==> src/assert_macros.svh <==
// assertion macros used by the top-level rtl file
`ifndef ASSERT_MACROS_SVH
`define ASSERT_MACROS_SVH

// checked on every clock edge outside reset
`define TSSD_ASSERT(lbl, prop, msg) \
    lbl: assert property (@(posedge clk) disable iff (!rst_n) (prop)) else $error(msg);

// checked on every clock edge, reset included
`define TSSD_ASSERT_ALWAYS(lbl, prop, msg) \
    lbl: assert property (@(posedge clk) (prop)) else $error(msg);

`endif

==> src/tssd_pkg.sv <==
// types and constants of the threshold step sequence detector
package tssd_pkg;

    localparam int MAX_STEPS   = 4;
    localparam int NUM_WORDS   = 4;
    localparam int WORD_IDX_W  = $clog2(NUM_WORDS);
    localparam int STEP_W      = 3;
    localparam int SAMPLE_W    = 16;
    localparam int SOURCE_W    = 8;
    localparam int WORD_W      = 35;
    localparam int CFG_IDX_W   = 3;
    localparam int CFG_DATA_W  = 35;

    typedef enum logic [1:0] {
        MODE_SAMPLE = 2'd0,
        MODE_TICK   = 2'd1,
        MODE_START  = 2'd2,
        MODE_STOP   = 2'd3
    } mode_t;

    typedef enum logic [1:0] {
        RULE_NONE    = 2'd0,
        RULE_BELOW   = 2'd1,
        RULE_ABOVE   = 2'd2,
        RULE_TIMEOUT = 2'd3
    } rule_t;

    typedef enum logic [CFG_IDX_W-1:0] {
        REG_STEP_COUNT    = 3'd0,
        REG_SIGNAL_SELECT = 3'd1,
        REG_STEP_WORD_0   = 3'd2,
        REG_STEP_WORD_1   = 3'd3,
        REG_STEP_WORD_2   = 3'd4,
        REG_STEP_WORD_3   = 3'd5
    } cfg_index_t;

    typedef struct packed {
        logic [STEP_W-1:0]                   step_count;
        logic [SOURCE_W-1:0]                 signal_select;
        logic [NUM_WORDS-1:0][WORD_W-1:0]    step_word;
    } cfg_t;

    typedef struct packed {
        logic in_full;
        logic out_full;
    } core_status_t;

endpackage

==> src/tssd_channels.sv <==
// valid/ready channel interfaces for items, results and configuration writes
interface tssd_in_if import tssd_pkg::*; ();
    logic                       valid;
    logic                       ready;
    logic [1:0]                 mode;
    logic signed [SAMPLE_W-1:0] sample_value;
    logic [SOURCE_W-1:0]        sample_source;

    modport source (output valid, output mode, output sample_value, output sample_source,
                    input ready);
    modport sink (input valid, input mode, input sample_value, input sample_source,
                  output ready);
endinterface

interface tssd_out_if import tssd_pkg::*; ();
    logic              valid;
    logic              ready;
    logic              completed;
    logic [STEP_W-1:0] step_now;
    logic              active;

    modport source (output valid, output completed, output step_now, output active,
                    input ready);
    modport sink (input valid, input completed, input step_now, input active,
                  output ready);
endinterface

interface tssd_cfg_if import tssd_pkg::*; ();
    logic                  valid;
    logic                  ready;
    logic [CFG_IDX_W-1:0]  index;
    logic [CFG_DATA_W-1:0] data;

    modport source (output valid, output index, output data, input ready);
    modport sink (input valid, input index, input data, output ready);
endinterface

==> src/tssd_cfg_regs.sv <==
// configuration register file
module tssd_cfg_regs import tssd_pkg::*; (
    input  logic       clk,
    input  logic       rst_n,
    tssd_cfg_if.sink   cfg,
    output cfg_t       cfg_q
);

    logic [STEP_W-1:0]                step_count_reg;
    logic [SOURCE_W-1:0]              signal_select_reg;
    logic [NUM_WORDS-1:0][WORD_W-1:0] step_word_reg;
    logic                             wr_en;

    assign cfg.ready = 1'b1;
    assign wr_en     = cfg.valid && cfg.ready;

    always_ff @(posedge clk or negedge rst_n)
    begin
        if (!rst_n)
        begin
            step_count_reg    <= STEP_W'(1);
            signal_select_reg <= '0;
            step_word_reg     <= '0;
        end
        else if (wr_en)
        begin
            // writes beyond the register list are dropped
            unique case (cfg.index)
                REG_STEP_COUNT:    step_count_reg    <= cfg.data[STEP_W-1:0];
                REG_SIGNAL_SELECT: signal_select_reg <= cfg.data[SOURCE_W-1:0];
                REG_STEP_WORD_0:   step_word_reg[0]  <= cfg.data[WORD_W-1:0];
                REG_STEP_WORD_1:   step_word_reg[1]  <= cfg.data[WORD_W-1:0];
                REG_STEP_WORD_2:   step_word_reg[2]  <= cfg.data[WORD_W-1:0];
                REG_STEP_WORD_3:   step_word_reg[3]  <= cfg.data[WORD_W-1:0];
                default:           ;
            endcase
        end
    end

    assign cfg_q.step_count    = step_count_reg;
    assign cfg_q.signal_select = signal_select_reg;
    assign cfg_q.step_word     = step_word_reg;

endmodule

==> src/tssd_core.sv <==
// input register, step evaluation, sequence state and result register
module tssd_core import tssd_pkg::*; #(
    parameter int STEP_LIMIT = MAX_STEPS
) (
    input  logic          clk,
    input  logic          rst_n,
    tssd_in_if.sink       samples,
    tssd_out_if.source    results,
    input  cfg_t          cfg_q,
    output core_status_t  status
);

    // input stage
    logic                       in_valid_reg;
    mode_t                      mode_reg;
    logic signed [SAMPLE_W-1:0] value_reg;
    logic [SOURCE_W-1:0]        source_reg;

    // sequence state
    logic                       running_reg,   running_next;
    logic [STEP_W-1:0]          step_pos_reg,  step_pos_next;
    logic [SAMPLE_W-1:0]        elapsed_reg,   elapsed_next;

    // result stage
    logic                       out_valid_reg;
    logic                       completed_reg, completed_next;
    logic [STEP_W-1:0]          step_now_reg;
    logic                       active_reg;

    logic                       in_xfer;
    logic                       advance;

    logic [STEP_W-1:0]          steps_used;
    logic [WORD_W-1:0]          word;
    logic signed [SAMPLE_W-1:0] thr;
    logic signed [SAMPLE_W-1:0] rval;
    logic signed [SAMPLE_W:0]   rval_ext;
    logic signed [SAMPLE_W:0]   elapsed_ext;
    rule_t                      rule;
    logic                       pass;
    logic                       rule_fires;
    logic [STEP_W-1:0]          step_inc;

    assign advance       = in_valid_reg && (!out_valid_reg || results.ready);
    assign samples.ready = !in_valid_reg || advance;
    assign in_xfer       = samples.valid && samples.ready;

    always_ff @(posedge clk or negedge rst_n)
    begin
        if (!rst_n)
        begin
            in_valid_reg <= 1'b0;
        end
        else if (in_xfer)
        begin
            in_valid_reg <= 1'b1;
        end
        else if (advance)
        begin
            in_valid_reg <= 1'b0;
        end
    end

    always_ff @(posedge clk)
    begin
        if (in_xfer)
        begin
            mode_reg   <= mode_t'(samples.mode);
            value_reg  <= samples.sample_value;
            source_reg <= samples.sample_source;
        end
    end

    // step table lookup, positions past the stored words read as zero
    assign steps_used = (cfg_q.step_count > STEP_W'(STEP_LIMIT)) ? STEP_W'(STEP_LIMIT)
                                                                 : cfg_q.step_count;
    assign word       = (step_pos_reg < STEP_W'(NUM_WORDS))
                        ? cfg_q.step_word[step_pos_reg[WORD_IDX_W-1:0]] : '0;
    assign thr        = word[15:0];
    assign rval       = word[31:16];
    assign rule       = rule_t'(word[34:33]);
    assign rval_ext   = {rval[SAMPLE_W-1], rval};
    assign elapsed_ext = $signed({1'b0, elapsed_reg});
    assign step_inc   = step_pos_reg + STEP_W'(1);

    assign pass = word[32] ? (value_reg < thr) : (value_reg > thr);

    always_comb
    begin
        case (rule)
            RULE_BELOW:   rule_fires = value_reg < rval;
            RULE_ABOVE:   rule_fires = value_reg > rval;
            RULE_TIMEOUT: rule_fires = elapsed_ext > rval_ext;
            default:      rule_fires = 1'b0;
        endcase
    end

    always_comb
    begin
        running_next   = running_reg;
        step_pos_next  = step_pos_reg;
        elapsed_next   = elapsed_reg;
        completed_next = 1'b0;
        unique case (mode_reg)
            MODE_SAMPLE:
            begin
                if (running_reg && source_reg == cfg_q.signal_select &&
                    step_pos_reg < steps_used)
                begin
                    if (pass)
                    begin
                        if (step_pos_reg == '0)
                        begin
                            elapsed_next = '0;
                        end
                        step_pos_next  = step_inc;
                        completed_next = step_inc >= steps_used;
                    end
                    else if (rule_fires)
                    begin
                        step_pos_next = '0;
                        elapsed_next  = '0;
                    end
                end
            end
            MODE_TICK:
            begin
                // saturating millisecond count
                if (elapsed_reg != '1)
                begin
                    elapsed_next = elapsed_reg + SAMPLE_W'(1);
                end
            end
            MODE_START:
            begin
                running_next  = 1'b1;
                step_pos_next = '0;
                elapsed_next  = '0;
            end
            MODE_STOP:
            begin
                running_next = 1'b0;
            end
            default:
            begin
                running_next = running_reg;
            end
        endcase
    end

    always_ff @(posedge clk or negedge rst_n)
    begin
        if (!rst_n)
        begin
            running_reg   <= 1'b0;
            step_pos_reg  <= '0;
            elapsed_reg   <= '0;
            out_valid_reg <= 1'b0;
        end
        else
        begin
            if (advance)
            begin
                running_reg   <= running_next;
                step_pos_reg  <= step_pos_next;
                elapsed_reg   <= elapsed_next;
                out_valid_reg <= 1'b1;
            end
            else if (results.ready)
            begin
                out_valid_reg <= 1'b0;
            end
        end
    end

    always_ff @(posedge clk)
    begin
        if (advance)
        begin
            completed_reg <= completed_next;
            step_now_reg  <= step_pos_next;
            active_reg    <= running_next;
        end
    end

    assign results.valid     = out_valid_reg;
    assign results.completed = completed_reg;
    assign results.step_now  = step_now_reg;
    assign results.active    = active_reg;

    assign status.in_full  = in_valid_reg;
    assign status.out_full = out_valid_reg;

endmodule

==> src/threshold_step_sequence_detector.sv <==
// top level of the threshold step sequence detector
// an input transfer fills the input register; its evaluation then fills the result register
// throughput: one item per cycle unless stalled; evaluation is one step-table read and two compares
// with both registers full, a held result stalls the input until that result transfers
// reset clears running, step position, elapsed ticks and both stage valids at once
// configuration resets to step count 1, signal 0 and all-zero step words
`include "assert_macros.svh"

module threshold_step_sequence_detector import tssd_pkg::*; #(
    parameter int STEP_LIMIT = MAX_STEPS
) (
    input  logic        clk,
    input  logic        rst_n,
    tssd_in_if.sink     samples,
    tssd_out_if.source  results,
    tssd_cfg_if.sink    cfg
);

    cfg_t         cfg_q;
    core_status_t status;

    tssd_cfg_regs u_cfg_regs (
        .clk   (clk),
        .rst_n (rst_n),
        .cfg   (cfg),
        .cfg_q (cfg_q)
    );

    tssd_core #(
        .STEP_LIMIT (STEP_LIMIT)
    ) u_core (
        .clk     (clk),
        .rst_n   (rst_n),
        .samples (samples),
        .results (results),
        .cfg_q   (cfg_q),
        .status  (status)
    );

    // a stalled result with a full input stage must hold off the source
    `TSSD_ASSERT(a_stall_backpressure,
        (results.valid && !results.ready && status.in_full) |-> !samples.ready,
        "input accepted while both stages are blocked")

    // completion always leaves a nonzero step position within the step limit
    `TSSD_ASSERT(a_completed_step,
        (results.valid && results.completed) |->
            (results.step_now != '0 && results.step_now <= STEP_W'(STEP_LIMIT)),
        "completion reported with an impossible step position")

    // an input transfer always fills the input stage on the next edge
    `TSSD_ASSERT(a_input_capture,
        (samples.valid && samples.ready) |=> status.in_full,
        "input transfer lost before evaluation")

    // the result stage valid mirrors the output port during and after reset
    `TSSD_ASSERT_ALWAYS(a_out_mirror,
        status.out_full == results.valid,
        "result stage and output valid disagree")

endmodule
==> src/flat_wrapper.sv <==
// flat-port wrapper written by rule: the top's interface ports become plain ports
module threshold_step_sequence_detector_flat import tssd_pkg::*;
#(
    parameter int STEP_LIMIT = MAX_STEPS
)
  (clk, rst_n, samples_valid, samples_mode, samples_sample_value, samples_sample_source, samples_ready, results_valid, results_completed, results_step_now, results_active, results_ready, cfg_valid, cfg_index, cfg_data, cfg_ready);
  tssd_in_if samples_i ();
  tssd_out_if results_i ();
  tssd_cfg_if cfg_i ();
  input  logic clk;
  input  logic rst_n;
  input wire logic [$bits(samples_i.valid)-1:0] samples_valid;
  input wire logic [$bits(samples_i.mode)-1:0] samples_mode;
  input wire logic [$bits(samples_i.sample_value)-1:0] samples_sample_value;
  input wire logic [$bits(samples_i.sample_source)-1:0] samples_sample_source;
  output wire logic [$bits(samples_i.ready)-1:0] samples_ready;
  output wire logic [$bits(results_i.valid)-1:0] results_valid;
  output wire logic [$bits(results_i.completed)-1:0] results_completed;
  output wire logic [$bits(results_i.step_now)-1:0] results_step_now;
  output wire logic [$bits(results_i.active)-1:0] results_active;
  input wire logic [$bits(results_i.ready)-1:0] results_ready;
  input wire logic [$bits(cfg_i.valid)-1:0] cfg_valid;
  input wire logic [$bits(cfg_i.index)-1:0] cfg_index;
  input wire logic [$bits(cfg_i.data)-1:0] cfg_data;
  output wire logic [$bits(cfg_i.ready)-1:0] cfg_ready;
  assign samples_i.valid = samples_valid;
  assign samples_i.mode = samples_mode;
  assign samples_i.sample_value = samples_sample_value;
  assign samples_i.sample_source = samples_sample_source;
  assign samples_ready = samples_i.ready;
  assign results_valid = results_i.valid;
  assign results_completed = results_i.completed;
  assign results_step_now = results_i.step_now;
  assign results_active = results_i.active;
  assign results_i.ready = results_ready;
  assign cfg_i.valid = cfg_valid;
  assign cfg_i.index = cfg_index;
  assign cfg_i.data = cfg_data;
  assign cfg_ready = cfg_i.ready;
  threshold_step_sequence_detector #(.STEP_LIMIT(STEP_LIMIT)) u_core (.clk(clk), .rst_n(rst_n), .samples(samples_i), .results(results_i), .cfg(cfg_i));
endmodule
==> config.mk <==
export PLATFORM = sky130hd
export DESIGN_NAME = threshold_step_sequence_detector_flat
export DESIGN_NICKNAME = d
export VERILOG_FILES = /design/src/tssd_pkg.sv /design/src/tssd_channels.sv /design/src/tssd_cfg_regs.sv /design/src/tssd_core.sv /design/src/threshold_step_sequence_detector.sv /design/src/flat_wrapper.sv
export VERILOG_INCLUDE_DIRS = /design/src /design/src/src
export SDC_FILE = /design/constraint.sdc
export NUM_CORES = 1
export LEC_CHECK = 0
export BUFFER_PORTS_ARGS = -buffer_cell sky130_fd_sc_hd__buf_2
export CORE_ASPECT_RATIO = 1.5
export CORE_MARGIN = 4
export CORE_UTILIZATION = 45
export DETAILED_ROUTE_END_ITERATION = 16
export PLACE_DENSITY = 0.63
export SLEW_MARGIN = 20
export SYNTH_ARGS = -nofsm -noshare
export SYNTH_HDL_FRONTEND = slang
export SYNTH_SLANG_ARGS = --single-unit
export TNS_END_PERCENT = 20
==> constraint.sdc <==
create_clock -name clk -period 4.1 [get_ports clk]
set_input_delay 0.82 -clock clk [delete_from_list [all_inputs] [get_ports clk]]
set_output_delay 0.82 -clock clk [all_outputs]
set_load 0.05 [all_outputs]
-- Word-level counts from Yosys, hierarchy flattened
Cells that the tools add are included.
W data, S select, Z words.
- add/subtract/negate cells: 2
- $lt $le $gt $ge: 10
- eq/ne operators: 17
- multiplexer cells: 21
- reduce and logical (&&, ||, !) cells: 22
- operators by type and width (operator ; count):
    $mux W16 ; 5
    $bmux W35 S2 ; 1
    $mux W35 ; 2
    $pmux W16 S3 ; 1
    $gt A16 B16 Y1 ; 2
    $lt A16 B16 Y1 ; 2
    $gt A17 B16 Y1 ; 1
    $add A16 B1 Y16 const B ; 1
    $ne A16 B16 Y1 const B ; 1
    $mux W3 ; 4
    $reduce_and A2 Y1 ; 6
    $eq A2 B2 Y1 const B ; 4
    $eq A8 B8 Y1 ; 1
    $eq A3 B2 Y1 const B ; 2
    $eq A3 B3 Y1 const B ; 2
    $logic_not A3 Y1 ; 2
    $ne A3 B3 Y1 const B ; 2
    $pmux W3 S2 ; 1
    $reduce_and A6 Y1 ; 1
    $mux W1 ; 5
    $eq A2 B1 Y1 const B ; 2
    $logic_and A1 B1 Y1 ; 4
    $ne A2 B2 Y1 const B ; 2
    $reduce_bool A2 Y1 ; 2
    other kinds (14) ; 16
- register bits: 204
- bits of input ports: 69
- output and inout bits: 8

-- Longest topological paths before layout
Gate-level depths: netlist of run 1.
- depth in word-level cells: 9
- gate-level depth with buffers: 14

-- Cells and area by module
From an unflattened synthesis of run 1, not the netlist that was laid out.
- cell total of the unflattened synthesis: 772
- area, all modules: 10452.5 µm²
- modules (own cells, without submodules) (module ; instances ; cells an instance ; area an instance (µm²) ; sequential area each (µm²)):
    tssd_cfg_regs ; 1 ; 325 ; 5723.0 ; 3779.9
    tssd_core ; 1 ; 447 ; 4729.5 ; 1481.4

-- Least setup slack after synthesis of run 1
No wires, ideal clock.
- path type: reg2reg
- from: reg u_core.u_core.step_pos_reg[0]
- to: reg u_core.u_core.elapsed_reg[11]
- setup time: 0.129 ns
- arrival: 3.832 ns
- slack: 0.139 ns
- stages on the path, launching flop included: 15
- path buffers: 3
- clock period less this slack: 3.961 ns
- cells stage by stage: dfrtp_1 -> buf_6 -> buf_1 -> mux4_2 -> nand2b_1 -> ha_1 -> nand4_1 -> nor3_1 -> a221o_1 -> o41a_1 -> nor4_2 -> nor3_1 -> a32oi_4 -> buf_6 -> a31oi_1
- longest elaborated chain between the ends: 8
- elaborated cells on any way between the ends: 24
- classes of those cells: 7 x order compare; 6 x eq/ne; 8 x mux; 3 x reduce/logical
- ends and longest elaborated chain (item ; RTL line ; RTL):
    start, declared ; tssd_core.sv:21 ; logic [STEP_W-1:0] step_pos_reg, step_pos_next;
    start signal, assigned ; tssd_core.sv:165 ; step_pos_reg <= step_pos_next;
    parallel branches: the longest is 8 deep, another holds $gt A17 B16 Y1 ; -- ;
    end signal, assigned ; tssd_core.sv:166 ; elapsed_reg <= elapsed_next;
    end, declared ; tssd_core.sv:22 ; logic [SAMPLE_W-1:0] elapsed_reg, elapsed_next;
Several ways; the timed one is not identified. The select of a mux whose other input is x is not followed.
A chain may end at the register's enable or synchronous reset.

-- Final worst setup path of run 1
- from: reg u_core.u_core.step_pos_reg[0]
- to: reg u_core.u_core.step_now_reg[2] (netlist: u_core.u_core.results.step_now[2]) (data pin)
- longest elaborated chain between the ends: 9
- elaborated cells on any way between the ends: 21
- classes of those cells: 1 x add/sub; 7 x order compare; 3 x eq/ne; 9 x mux; 1 x reduce/logical
- ends and longest elaborated chain (item ; RTL line ; RTL):
    $bmux W35 S2 ; tssd_core.sv:78 ; ? cfg_q.step_word[step_pos_reg[WORD_IDX_W-1:0]] : '0;
    $mux W35 (not written as such) ; tssd_core.sv:78 ;
    $mux W35 ; tssd_core.sv:78 ;
    $gt A17 B16 Y1 (tied with other cells) ; tssd_core.sv:93 ; RULE_TIMEOUT: rule_fires = elapsed_ext > rval_ext;
    $pmux W1 S3 ; tssd_core.sv:90 ; case (rule)
    $mux W3 ; tssd_core.sv:119 ; else if (rule_fires)
    $mux W3 ; tssd_core.sv:110 ; if (pass)
    $mux W3 * ; tssd_core.sv:107 ; if (running_reg && source_reg == cfg_q.signal_select &&
    $pmux W3 S2 * ; tssd_core.sv:104 ; unique case (mode_reg)
    via u_core.u_core.step_pos_next[2] ; tssd_core.sv:21 ;
    end signal, assigned ; tssd_core.sv:181 ; step_now_reg <= step_pos_next;
    end, declared ; tssd_core.sv:27 ; logic [STEP_W-1:0] step_now_reg;
The timed path passes the listed nets; every way through them passes the cells marked *. The select of a mux whose other input is x is not followed.

==> metrics.txt, run 1 <==
cell count after synthesis 769; post-synthesis xor/xnor area fraction 0.673%; # diodes 0; Clk pwr share 30.6%; Seq cells post-synth 204; Leak 4.99 nW; Switching Share 29.4%; first-pass GRT wire length 39800 µm; top_reg_cell synth dfrtp_1; final-report setup violation count 0; layout cells sized above 1 38.2%; Reg2Reg Depth 11; vias per cell 5.91; Overflow after GRT 0; post-synthesis mux area share 24.3%; Die Ht 194 µm; compound-gate portion of the synthesized area 7.31%; Setup CP Type flip-flop to flip-flop; Worst Max-Slew Pin Slew 785 ps; switching power of the nets 1.87 mW; CP endpoint kind flip-flop; Non-Filler Instances 1143; Initial DRT Pass Iterations 6; Top Ports 77; final-report hold violation count 0; outcome completed; Crit path largest cell delay 580 ps; initial antenna violation count 0; Req. time, crit path 4340 ps; most frequent cell after synthesis dfrtp_1; crit path DAT 4170 ps; crit start category flip-flop; largest family of logic cells by synthesized area multiplexers; CTS tree yes; Detailed Place HPWL 17500 µm; CP top delay family compound AO/OA/AOI/OAI gates; Mapped Area 10400 µm²; max reg flops 140; Clock Skew 10.4 ps; largest net degree at the start of global routing 91; DRT Wirelength 24600 µm; Final period util 95.8%; Slew Viols, Final 0; Logic pwr share 26.9%; DRC 0; clk slew on worst S/H paths 60 ps; global placement routability congestion 0.864; Skew-Pair Late Insertion Delay 500 ps; setup repair after global routing missed its margin false; top post-synthesis cells by area dfrtp_1 (41%), mux2_2 (17%), edfxtp_1 (8.9%), mux4_2 (7.4%), ha_1 (7.0%); 1st-iter DRT viols 520; area leader, netlist dfrtp_1; Rows 67; fillcell total 1856; Rel. slew slack 46.9%; worst path cell trace buf_4 > mux4_2 > nand2b_1 > ha_1 > nand4_1 > o41ai_1 > nor2_1 > mux2_2 > o2111ai_1 > nor3b_1 > a211o_1; post-synthesis adder-cell area fraction 6.97%; Clock Path Buffers 3; WL/cell 21.5 µm; gr usage total 19.2%; # port buffers 75; Stages on worst setup path 11; post-route ant nets 0; Area Growth Syn to Fin 14.8%; share of the synthesized area in the top cell type 41.4%; VDD IR max 350 µV; area of the core 22600 µm²; count of cell types in the netlist 66; Seq pwr share 42.5%; Max Cap Viol 0; reg-to-reg slack, setup 170 ps; Synth warnings 0; simple-gate share of the synthesized area 8.06%; minimum clock period 3930 ps; Hold Slack 374 ps; slowest cell on the critical path o41ai_1; die width 132 µm; H-tree Lvls 1; Mapped Nets 896; post-synthesis sequential area ratio 50.6%; via count 6750; CP max FO 6; clock tree root buffer cell clkbuf_16; HP Class primary input to asynchronous set/reset pin; CTS buffer count 22; top cells by count, synth dfrtp_1 (172), mux2_2 (153), ha_1 (58); Nets 978; syn_area_per_cell 13.5 µm²; TritonCTS sink count 204; Cells after DPL 1101; Initial Utilization 46.1%; Pint 4.49 mW; number of synthesized flops with an enable pin 31; Crit path buffers/inverters 1; Achievable Freq 255 MHz; pwr dens 533 nW/µm²; die area 25700 µm²; Post-synth ARST share 84.8%; vias in the first global route 7517
path summary, 6_finish.rpt:
kind,end,start
max,u_core.u_core.results.step_now[2]$_DFFE_PP_,u_core.u_core.step_pos_reg[0]$_DFFE_PN0P_
max reg2reg,u_core.u_core.results.step_now[2]$_DFFE_PP_,u_core.u_core.step_pos_reg[0]$_DFFE_PN0P_
min reg2reg,u_core.u_core.results.valid$_DFFE_PN0P_,u_core.u_core.in_valid_reg$_DFFE_PN0P_
max in group asynchronous,u_core.u_cfg_regs.step_count_reg[0]$_DFFE_PN1P_,rst_n
min,u_core.u_cfg_regs.cfg_q[55]$_DFFE_PN0P_,rst_n
min in group clk,u_core.u_core.value_reg[2]$_DFFE_PP_,samples_sample_value[2]
power by group through the flow:
stage / sequential (mW) / combinational, mW / clock (mW)
floorplan: 2.64 / 1.24 / 0
global placement: 2.71 / 1.62 / 0
detailed placement: 2.74 / 1.70 / 0
CTS: 2.70 / 1.71 / 2.00
global route: 2.75 / 1.87 / 2.09
finish: 2.70 / 1.71 / 1.94
placed cells by master, fill, tap and decap left out, drive strengths merged, types with 3 or more instances in the layout:
cell    count
clkinv      9
dfrtp     172
o21ai      16
a21oi      32
mux2i       4
nor3       13
o211ai      4
buf        93
nand2b     37
a211oi      5
a41oi       6
nor3b       3
nor2b       8
nor4        5
nand4      13
o21a        7
clkbuf     28
ha         58
edfxtp     31
a31oi       9
nor2       16
mux4       34
xnor2       7
nand3       7
nand2      20
nand4b      3
inv        18
a21o        3
and2        4
mux2      153
and3        7
a211o       4
kinds of logic (layout without fill, tap and decap cells):
group / count (synthesis) / after routing
AO/OA/AOI/OAI: 110 / 110
XOR/XNOR: 8 / 8
adder cells (fa/ha/maj): 58 / 58
buffers and inverters: 52 / 150
flip-flops: 204 / 204
multiplexers: 191 / 191
other: 1 / 1
AND/OR/NAND/NOR: 145 / 145
area by class of cell:
cell class	instances	area, µm²	share of cell area [%]
clock inverters	12	92.6	0.775
repair buffers	93	579	4.85
inverters	17	63.8	0.534
clock buffers	28	624	5.23
multi-input cells	513	4970	41.6
well taps	276	345	2.89
flip-flops and latches	204	5260	44.1
per-layer routing:
| metal | wire length, µm | global-route usage (%) |
|---|---|---|
| met2 | 13300 | 35.4 |
| met5 | 0 | 0 |
| met1 | 9740 | 23.1 |
| met3 | 957 | 2.44 |
| met4 | 653 | 6.11 |
stage by stage:
step	setup WS [ps]	power (mW)	area, µm²	setup TNS (ps)	util, %
after floorplan	139	3.89	10400	0	-
after global placement	109	4.33	11200	0	49.5
after detailed placement	-39.3	4.44	11200	-71.2	49.5
after CTS	75.8	6.42	11900	0	52.8
after global routing	28.4	6.71	11900	0	53.0
final	171	6.36	11900	0	53.0
repair_timing:
item                                    in CTS  in global routing
buffers inserted                             2                  0
pin swaps                                    1                  0
hold buffers                                 0                  0
gates resized for setup                      0                  4
endpoints found under the setup margin       5                  5
Note: power is estimated with default switching activity, not from simulation.
==> run 2: changes to the inputs <==
--- a/config.mk
+++ b/config.mk
@@ -6,12 +6,14 @@
 export SDC_FILE = /design/constraint.sdc
 export NUM_CORES = 1
 export LEC_CHECK = 0
+export ABC_CLOCK_PERIOD_IN_PS = 4100
 export BUFFER_PORTS_ARGS = -buffer_cell sky130_fd_sc_hd__buf_2
-export CORE_ASPECT_RATIO = 1.5
+export CELL_PAD_IN_SITES_DETAIL_PLACEMENT = 0
+export CELL_PAD_IN_SITES_GLOBAL_PLACEMENT = 2
 export CORE_MARGIN = 4
-export CORE_UTILIZATION = 45
+export CORE_UTILIZATION = 39
 export DETAILED_ROUTE_END_ITERATION = 16
-export PLACE_DENSITY = 0.63
+export PLACE_DENSITY = 0.75
 export SLEW_MARGIN = 20
 export SYNTH_ARGS = -nofsm -noshare
 export SYNTH_HDL_FRONTEND = slang
==> run 2 against run 1 <==
Critical path depth grew 1. First-iteration DRC count shrank 31%. Die area rose by 14%. Clock power rose by 19%. Combinational power barely moved. Critical endpoint is now u_core.u_core.elapsed_reg[12]$_DFFE_PN0P_. Worst hold slack lost 22 ps. Flip-flop and latch count unchanged. Register-to-register slack improved by 40 ps.
==> metrics.txt, run 2 (synthesis results as in run 1) <==
setup repair after global routing missed its margin false; H-tree Lvls 1; commonest non-fill, non-tap cell in the layout dfrtp_1; Skew-Pair Late Insertion Delay 530 ps; Leak 5.06 nW; Detailed Place HPWL 17700 µm; Hold Slack 352 ps; layout cells sized above 1 38.5%; clk slew on worst S/H paths 60 ps; R2R Path Start u_core.u_core.step_pos_reg[0]$_DFFE_PN0P_; CTS tree yes; Rows 59; CTS buffer count 24; DRC 0; Reg2Reg Depth 12; # diodes 0; clock tree root buffer cell clkbuf_16; worst r2r dst u_core.u_core.elapsed_reg[12]$_DFFE_PN0P_; worst path cell trace buf_12 > mux4_2 > nand2b_2 > ha_1 > nand4_1 > nor3_1 > a221o_1 > o41a_1 > nor4_4 > nor3_1 > a32oi_4 > a41oi_1; post-route ant nets 0; initial antenna violation count 0; Clock Path Buffers 3; Achievable Freq 257 MHz; most frequent cells in the layout dfrtp_1 (171), mux2_2 (153), buf_2 (74), ha_1 (58), nand2b_1 (36); die width 171 µm; Max Cap Viol 0; CP endpoint kind flip-flop; Crit path top cell by count nor3_1; area of the core 26100 µm²; DRT Wirelength 25900 µm; 1st-iter DRT viols 358; WL/cell 21.4 µm; vias in the first global route 7213; gr usage total 17.8%; Req. time, crit path 4480 ps; crit path DAT 4270 ps; Die Ht 171 µm; outcome completed; pwr dens 549 nW/µm²; Crit path largest cell delay 540 ps; Overflow after GRT 0; Rel. slew slack 35.4%; Nets 981; minimum clock period 3890 ps; Area Growth Syn to Fin 17.1%; first-pass GRT wire length 40900 µm; slowest cell on the critical path mux4_2; crit start category flip-flop; Post-CTS Hold Buffers 0; global placement routability congestion 0.821; Cells after DPL 1161; Final period util 94.9%; TritonCTS sink count 204; via count 6698; max reg flops 140; VDD IR max 307 µV; Clock Skew 13.3 ps; Initial Utilization 39.8%; CP max FO 17; largest net degree at the start of global routing 99; HP Class primary input to asynchronous set/reset pin; Slew Viols, Final 0; Non-Filler Instances 1207; final-report hold violation count 0; setup TNS 0 ps; Setup CP Type flip-flop to flip-flop; Worst Max-Slew Pin Slew 969 ps; final-report setup violation count 0; # port buffers 75; Initial DRT Pass Iterations 5; reg-to-reg slack, setup 210 ps; die area 29400 µm²; Top Ports 77; vias per cell 5.55
[run 2: cell type report]
type | count | area, µm²
clock buffer | 31 | 657
fill | 2342 | 13900
inverter | 17 | 63.8
sequential | 204 | 5260
timing repair buffer | 93 | 558
clock inverter | 13 | 225
tap | 335 | 419
multi-input combinational | 514 | 5000
[run 2: worst max-delay path: cells and delay by family (launching register included)]
family	cells	cell delay, ps
mux	1	540
simple gates	5	900
flops	1	390
compound gates	4	1430
fa+ha+maj	1	270
buf+inv	1	180
[run 2: repair_timing]
item | in CTS | in global routing
cloned | 0 | 1
pin swaps | 1 | 2
setup endpoints to repair | 1 | 21
buffers inserted | 0 | 1
endpoints found under the hold margin | 0 | 0
gates resized for setup | 0 | 7
[run 2: through the flow]
step	cell area [µm²]	total power [mW]	worst slack, ps	utilization (%)
after floorplan	10400	3.89	139	-
after global placement	11200	4.33	141	43.0
after detailed placement	11200	4.41	4.38	43.0
after CTS	12100	6.75	12.1	46.4
after global routing	12200	7.08	13.3	46.6
final	12200	6.70	210	46.6
[run 2: how the worst max path moves through the flow]
stage | from | endpoint | slack (ps)
finish | u_core.u_core.step_pos_reg[0]$_DFFE_PN0P_ | u_core.u_core.elapsed_reg[12]$_DFFE_PN0P_ | 210
global route | u_core.u_core.step_pos_reg[0]$_DFFE_PN0P_ | u_core.u_core.results.step_now[0]$_DFFE_PP_ | 10
detailed placement | u_core.u_core.step_pos_reg[0]$_DFFE_PN0P_ | u_core.u_core.elapsed_reg[12]$_DFFE_PN0P_ | 4
global placement | u_core.u_core.step_pos_reg[0]$_DFFE_PN0P_ | u_core.u_core.elapsed_reg[10]$_DFFE_PN0P_ | 140
floorplan | u_core.u_core.step_pos_reg[0]$_DFFE_PN0P_ | u_core.u_core.elapsed_reg[11]$_DFFE_PN0P_ | 140
CTS | u_core.u_core.step_pos_reg[0]$_DFFE_PN0P_ | u_core.u_core.elapsed_reg[12]$_DFFE_PN0P_ | 10
[run 2: metal layers]
layer  wire length [µm]  vias up  track usage (%)
li1                   -     3090                -
met1              12100     3445             25.4
met2              12400      133             28.9
met3                928       30             2.80
met4                383        0             3.93
met5                  0        -                0
[run 2: report_power, final]
part	switching [mW]	internal (mW)	leakage [nW]
Clock	0.853	1.46	0.427
Combinational	0.813	0.884	2.24
Sequential	0.238	2.45	2.39
